<file path="src/rtl/core/fcde_pkg.sv">
// ----------------------------------------------------------------------------
// fcde_pkg
// Shared types and constants of the foot contact debounce estimator.
// ----------------------------------------------------------------------------
package fcde_pkg;

	localparam int NUM_FEET        = 4;
	localparam int HISTORY_LEN_DEF = 4;

	localparam int FORCE_W = 16;
	localparam int PHASE_W = 16;
	localparam int MASK_W  = NUM_FEET;
	localparam int COUNT_W = 3;

	// register defaults
	localparam logic signed [FORCE_W-1:0] FORCE_THR_RST = 16'sd80;
	localparam logic        [PHASE_W-1:0] PHASE_THR_RST = 16'd45875; // 0.7 in Q0.16

	// configuration register indexes
	localparam int CFG_IDX_W = 1;
	localparam logic [CFG_IDX_W-1:0] CFG_FORCE_THR = 1'b0;
	localparam logic [CFG_IDX_W-1:0] CFG_PHASE_THR = 1'b1;
	localparam int CFG_DATA_W = 16;

	localparam int IN_TDATA_W  = 88;
	localparam int OUT_TDATA_W = 16;

	typedef enum logic [1:0] {
		OP_UPDATE   = 2'd0,
		OP_LOAD     = 2'd1,
		OP_FLAG_ON  = 2'd2,
		OP_FLAG_OFF = 2'd3
	} op_t;

	localparam int OP_W = 2;

endpackage

</file>
<file path="src/rtl/core/foot_contact_debounce_estimator_unit.sv">
// ----------------------------------------------------------------------------
// foot_contact_debounce_estimator_unit
// Debounces four foot force readings and tracks rise, stance and control
// contact masks; reports the control masks, the estimate, the contact count and the domain-change flag.
// ----------------------------------------------------------------------------
// channel | dir | handshake           | payload
// s_*     | in  | s_tvalid/s_tready   | tuser: op; tdata: force_0..3, phase, desired_mask
// m_*     | out | m_tvalid/m_tready   | tdata: ctrl, ctrl_prev, est, count, change_domain
// cfg_*   | in  | cfg_valid/cfg_ready | cfg_index, cfg_data
//
// One transaction in per cycle while s_tready is high; the result is registered
// at acceptance. State is updated at acceptance by one pass of logic; the result
// register decouples the sides, so s_tready drops only while a result is held back.
// cfg_ready is always high. Reset restores all masks, histories and cfg registers.
// ----------------------------------------------------------------------------
module foot_contact_debounce_estimator_unit
	import fcde_pkg::*;
#(
	parameter int HISTORY_LEN = HISTORY_LEN_DEF
) (
	input  logic                   clk,
	input  logic                   arst_n,
	input  logic                   s_tvalid,
	output logic                   s_tready,
	input  logic [IN_TDATA_W-1:0]  s_tdata,  // force_0, force_1, force_2, force_3, phase, desired_mask, pad
	input  logic [OP_W-1:0]        s_tuser,  // op
	output logic                   m_tvalid,
	input  logic                   m_tready,
	output logic [OUT_TDATA_W-1:0] m_tdata,  // ctrl, ctrl_prev, est, count, change_domain
	input  logic                   cfg_valid,
	output logic                   cfg_ready,
	input  logic [CFG_IDX_W-1:0]   cfg_index,
	input  logic [CFG_DATA_W-1:0]  cfg_data
);

	logic signed [FORCE_W-1:0] force_thr_q;
	logic        [PHASE_W-1:0] phase_thr_q;

	logic [MASK_W-1:0] rise_q, stance_q, control_q, ind_q, ind_prev_q;
	logic              flag_q;
	logic [MASK_W-1:0] rise_n, stance_n, control_n, ind_n, ind_prev_n;
	logic              flag_n;

	logic                   accept;
	op_t                    op;
	logic [PHASE_W-1:0]     phase;
	logic [MASK_W-1:0]      desired;
	logic [MASK_W-1:0]      sample;
	logic [MASK_W-1:0]      est_n;
	logic                   gate;
	logic                   upd_en;

	logic                   m_tvalid_q;
	logic [OUT_TDATA_W-1:0] m_tdata_q;

	assign cfg_ready = 1'b1;

	always_ff @(posedge clk or negedge arst_n) begin
		if (!arst_n) begin
			force_thr_q <= FORCE_THR_RST;
			phase_thr_q <= PHASE_THR_RST;
		end else if (cfg_valid) begin
			unique case (cfg_index)
				CFG_FORCE_THR: force_thr_q <= $signed(cfg_data[FORCE_W-1:0]);
				CFG_PHASE_THR: phase_thr_q <= cfg_data[PHASE_W-1:0];
				default:       ;
			endcase
		end
	end

	assign s_tready = !m_tvalid_q || m_tready;
	assign accept   = s_tvalid && s_tready;
	assign op       = op_t'(s_tuser);
	assign phase    = s_tdata[4*FORCE_W +: PHASE_W];
	assign desired  = s_tdata[4*FORCE_W+PHASE_W +: MASK_W];
	assign upd_en   = accept && (op == OP_UPDATE);

	for (genvar i = 0; i < NUM_FEET; i++) begin : g_cmp
		assign sample[i] = $signed(s_tdata[i*FORCE_W +: FORCE_W]) > force_thr_q;
	end

	assign gate = phase > phase_thr_q;

	fcde_history #(
		.HISTORY_LEN (HISTORY_LEN)
	) u_history (
		.clk      (clk),
		.arst_n   (arst_n),
		.upd_en   (upd_en),
		.sample   (sample),
		.est_next (est_n)
	);

	always_comb begin
		rise_n     = rise_q;
		stance_n   = stance_q;
		control_n  = control_q;
		ind_n      = ind_q;
		ind_prev_n = ind_prev_q;
		flag_n     = flag_q;
		unique case (op)
			OP_UPDATE: begin
				stance_n   = stance_q | (control_q & rise_q);
				rise_n     = rise_q | ~est_n;
				control_n  = (rise_n & est_n & {MASK_W{gate}}) | stance_n;
				ind_prev_n = ind_q;
				ind_n      = control_n;
				flag_n     = &control_n;
			end
			OP_LOAD: begin
				rise_n   = desired;
				stance_n = desired;
				ind_n    = desired;
				flag_n   = 1'b0;
			end
			OP_FLAG_ON:  flag_n = 1'b1;
			OP_FLAG_OFF: flag_n = 1'b0;
			default:     ;
		endcase
	end

	always_ff @(posedge clk or negedge arst_n) begin
		if (!arst_n) begin
			rise_q     <= '1;
			stance_q   <= '1;
			control_q  <= '0;
			ind_q      <= '0;
			ind_prev_q <= '0;
			flag_q     <= 1'b0;
		end else if (accept) begin
			rise_q     <= rise_n;
			stance_q   <= stance_n;
			control_q  <= control_n;
			ind_q      <= ind_n;
			ind_prev_q <= ind_prev_n;
			flag_q     <= flag_n;
		end
	end

	always_ff @(posedge clk or negedge arst_n) begin
		if (!arst_n) begin
			m_tvalid_q <= 1'b0;
		end else if (s_tready) begin
			m_tvalid_q <= s_tvalid;
		end
	end

	always_ff @(posedge clk) begin
		if (accept) begin
			m_tdata_q <= {flag_n, COUNT_W'($countones(ind_n)), est_n, ind_prev_n, ind_n};
		end
	end

	assign m_tvalid = m_tvalid_q;
	assign m_tdata  = m_tdata_q;

endmodule

</file>
<file path="src/rtl/core/fcde_history.sv">
// ----------------------------------------------------------------------------
// fcde_history
// Per-foot contact sample history and all/none debounced estimate.
// ----------------------------------------------------------------------------
module fcde_history
	import fcde_pkg::*;
#(
	parameter int HISTORY_LEN = HISTORY_LEN_DEF
) (
	input  logic              clk,
	input  logic              arst_n,
	input  logic              upd_en,
	input  logic [MASK_W-1:0] sample,
	output logic [MASK_W-1:0] est_next
);

	logic [HISTORY_LEN-1:0] hist_q [NUM_FEET];
	logic [HISTORY_LEN-1:0] hist_next [NUM_FEET];
	logic [MASK_W-1:0]      est_q;

	for (genvar i = 0; i < NUM_FEET; i++) begin : g_foot
		if (HISTORY_LEN == 1) begin : g_one
			assign hist_next[i] = sample[i];
		end else begin : g_shift
			assign hist_next[i] = {hist_q[i][HISTORY_LEN-2:0], sample[i]};
		end

		always_comb begin
			est_next[i] = est_q[i];
			if (upd_en) begin
				if (&hist_next[i])
					est_next[i] = 1'b1;
				else if (~|hist_next[i])
					est_next[i] = 1'b0;
			end
		end

		always_ff @(posedge clk or negedge arst_n) begin
			if (!arst_n) begin
				hist_q[i] <= '1;
			end else if (upd_en) begin
				hist_q[i] <= hist_next[i];
			end
		end
	end

	always_ff @(posedge clk or negedge arst_n) begin
		if (!arst_n) begin
			est_q <= '1;
		end else begin
			est_q <= est_next;
		end
	end

endmodule

</file>
<file path="config.mk">
export PLATFORM = sky130hd
export DESIGN_NAME = foot_contact_debounce_estimator_unit
export DESIGN_NICKNAME = d
export VERILOG_FILES = /design/src/rtl/core/fcde_pkg.sv /design/src/rtl/core/foot_contact_debounce_estimator_unit.sv /design/src/rtl/core/fcde_history.sv
export SDC_FILE = /design/constraint.sdc
export NUM_CORES = 1
export LEC_CHECK = 0
export BUFFER_PORTS_ARGS = -buffer_cell sky130_fd_sc_hd__buf_2
export CAP_MARGIN = 40
export CORE_ASPECT_RATIO = 2
export CORE_MARGIN = 8
export CORE_UTILIZATION = 32
export CTS_CLUSTER_DIAMETER = 100
export CTS_CLUSTER_SIZE = 8
export DETAILED_ROUTE_END_ITERATION = 7
export PLACE_DENSITY = 0.63
export SYNTH_ARGS = -nofsm -noshare
export SYNTH_HDL_FRONTEND = slang
export SYNTH_SLANG_ARGS = --single-unit
</file>
<file path="constraint.sdc">
create_clock -name clk -period 5.4 [get_ports clk]
set_input_delay 1.08 -clock clk [delete_from_list [all_inputs] [get_ports clk]]
set_output_delay 1.08 -clock clk [all_outputs]
set_load 0.03 [all_outputs]
</file>
==> results.json <==
{
  "status": "complete, no violations",
  "syn_area_per_cell_sq_um": 9.735,
  "drtIter0Drc": 194,
  "clockBufferDepth": 2,
  "cts_made_buffers": 9,
  "postPlaceCellArea_sq_um": 6355,
  "r2r-start": "force_thr_q[6]$_DFFE_PN1P_",
  "r2r_slack_ps": 1180,
  "initial_core_util_pct": 32.32,
  "arrival_ps": 4620,
  "netlist_instances": 565,
  "hold_end": "u_history.hist_next[2]$_DFFE_PN1P_",
  "finalCritPeriodShare_pct": 83.75,
  "numPortBuffers": 125,
  "slew_headroom_pct": 51.46,
  "cts_sinks": 85,
  "post-route-util_pct": 38.96,
  "final_area_sq_um": 6630,
  "io_pins": 131,
  "hp-start": "u_history.hist_next[1]$_DFFE_PN1P_",
  "instances_no_fill": 906,
  "design.core.area_sq_um": 17020,
  "grt_pass1_wl_microns": 23850,
  "nets": 886,
  "crit_path_start_kind": "input pin",
  "antenna_found_initial": 0,
  "whs_ps": 464.9,
  "p_total_mw": 2.048,
  "dp_cells": 890,
  "first_pass_iters": 4,
  "gp_congestion": 0.8378,
  "slew_viol_final": 0,
  "post_drt_wl_per_cell_microns": 16.27,
  "hp-class": "flop to flop",
  "synth.distinct_cells": 61,
  "layout_min_cycle_time_ps": 4523,
  "h-tree-depth": 3,
  "synthArstFlopShare_pct": 81.18,
  "die_h_microns": 201.4,
  "drc_errors": 0,
  "drt.antenna.violating_nets": 0,
  "setup_viol": 0,
  "seq_area_frac_synth_pct": 40.92,
  "crit_path_max_fanout": 4,
  "die_area_sq_um": 21890,
  "grt_pass1_vias": 4794,
  "syn_nets": 760,
  "finalWorstSetupSlack_ps": 877.3,
  "via_per_inst": 4.968,
  "irDropWorstVdd_mv": 0.1455,
  "dp_hpwl_microns": 11820,
  "via_count": 4501,
  "powerDensity_nw_per_um2": 308.9,
  "required_ps": 5500,
  "cts_root_buffer": "clkbuf_16",
  "path_class": "input pin to flop",
  "holdPathStages": 2,
  "totalWireLength_microns": 14740,
  "postCtsSetupBuffers": 0,
  "r2r_cells": 14,
  "grt_usage_pct": 14.04,
  "syn-cell-area_sq_um": 5500,
  "hold_violations": 0,
  "cts.repair.resized": 0,
  "hold_buffers": 0,
  "synth_top_flop_cell": "dfstp_2",
  "worst_r2r_endpoint": "m_tdata[13]$_DFFE_PP_",
  "end_kind": "flop",
  "synth_edf_count": 16,
  "tns_ps": 0,
  "rsz0062_at_grt": "no",
  "leakage_nw": 3.165,
  "num_antenna_cells": 0,
  "fmax_mhz": 221.1,
  "finalClockSkew_ps": 8.013,
  "drive_gt1_share_pct": 29.89,
  "grt-ovfl-total": 0,
  "fp.dieW_microns": 108.7,
  "ys_ff_latch": 85,
  "insertion_delay_ps": 350,
  "grt_max_degree": 55,
  "rows": 68,
  "ys_warn_count": 0,
  "tightest_slew_ps": 728.0,
  "dp_worst_setup_slack_ps": 522.3,
  "cap_violations": 0,
  "cts_tree": "yes",
  "cts.clk_slew.worst_paths_ps": 70,
  "syn_to_final_growth_pct": 20.54
}
-- per-layer routing --
| layer | GRT usage [%] | routed length (microns) | vias up |
|---|---|---|---|
| met2 | 22.03 | 7015 | 123 |
| met1 | 18.19 | 6667 | 2101 |
| met5 | 0 | 0 | - |
| li1 | - | - | 2261 |
| met3 | 3.204 | 818 | 16 |
| met4 | 5.219 | 236 | 0 |
-- registers in the layout, summed over array words and instances (netlist names) --
signal / cells
control_q: 4
force_thr_q: 16
ind_prev_q: 4
ind_q: 4
m_tdata: 16
m_tvalid: 1
phase_thr_q: 16
rise_q: 4
stance_q: 4
u_history.est_q: 4
u_history.hist_next: 12
-- worst max-delay path, cell delays in order --
cell and delay [ps]:
buf_2 100, ha_1 300, nand4_1 200, or3_1 400, a21o_1 180, and3_4 190, mux2_4 300, a21oi_2 240
a311o_2 260, nor2_2 50, o31ai_1 340, fa_1 490, ha_1 210, ha_1 270
-- kinds of logic (layout without fill, tap and decap cells) --
kind of cell	Yosys count	in the layout	synth area share (%)
other	1	1	0.06818
AOI/OAI and AO/OA	111	111	12.44
muxes	27	27	5.505
adders and majority gates	83	83	19.02
DFF	85	85	40.92
xor gates and xnor gates	2	2	0.3185
and+or+nand+nor	201	201	17.70
buffers and inverters	55	186	4.026
-- power breakdown --
part,switching (mW),internal (mW)
Clock,0.265,0.316
Sequential,0.0678,0.817
Combinational,0.337,0.245
Total,0.670,1.38
-- cell usage after synthesis, drive strengths merged, types with 2 or more instances --
cell	n	area (sq um)
a21o	6	45.04
dfstp	35	919.6
and3	6	42.54
nand4	14	100.1
nand2	102	382.9
a211oi	3	27.52
edfxtp	16	480.5
and2	4	25.02
nor4	3	33.78
clkbuf	12	45.04
or2	2	12.52
nor2b	9	56.30
xnor2	2	17.52
mux2	23	262.7
nor2	27	103.9
or4	3	22.52
nand3	9	45.04
a21oi	39	202.7
dfrtp	34	850.8
ha	82	1026
nor3	4	25.02
a2111oi	2	18.77
o211ai	3	22.52
a31oi	4	25.02
o21ai	36	180.2
nand2b	10	62.56
buf	3	26.27
a311o	4	41.29
or3	3	18.77
o31ai	2	15.01
o211a	2	20.02
and4	3	26.28
inv	40	150.1
o22a	2	17.52
mux2i	4	40.04
-- worst max-delay path by stage --
stage                     cells past startpoint                     to  slack, ps         from
after floorplan                              13  m_tdata[13]$_DFFE_PP_       1000  s_tdata[31]
after global placement                       14  m_tdata[13]$_DFFE_PP_        560  s_tdata[27]
after detailed placement                     14  m_tdata[13]$_DFFE_PP_        520  s_tdata[27]
after CTS                                    14  m_tdata[13]$_DFFE_PP_        890  s_tdata[27]
after global routing                         14  m_tdata[13]$_DFFE_PP_        600  s_tdata[31]
final                                        14  m_tdata[13]$_DFFE_PP_        880  s_tdata[27]
-- layout by cell type (no fill, tap or decap), types with 9 or more instances in the layout --
| cell type | netlist | routed |
|---|---|---|
| clkbuf_16 | 0 | 9 |
| dfstp_2 | 35 | 35 |
| nor2b_1 | 9 | 9 |
| nand3_1 | 9 | 9 |
| mux2_2 | 17 | 17 |
| ha_1 | 82 | 82 |
| nand2b_1 | 10 | 10 |
| edfxtp_1 | 16 | 16 |
| nor2_1 | 26 | 26 |
| inv_1 | 40 | 40 |
| nand2_1 | 102 | 102 |
| a21oi_1 | 37 | 37 |
| nand4_1 | 12 | 12 |
| o21ai_1 | 12 | 12 |
| dfrtp_1 | 34 | 34 |
| buf_2 | 0 | 125 |
| o21ai_0 | 24 | 24 |
-- layout make-up --
class	count	area (sq um)
Clock buffer	10	229.0
Fill cell	1757	10390
Inverter	40	150.1
Sequential cell	85	2251
Tap cell	210	262.8
Timing Repair Buffer	130	663.1
Clock inverter	6	46.29
Multi-Input combinational cell	425	3028
Note: power is estimated with default switching activity, not from simulation.
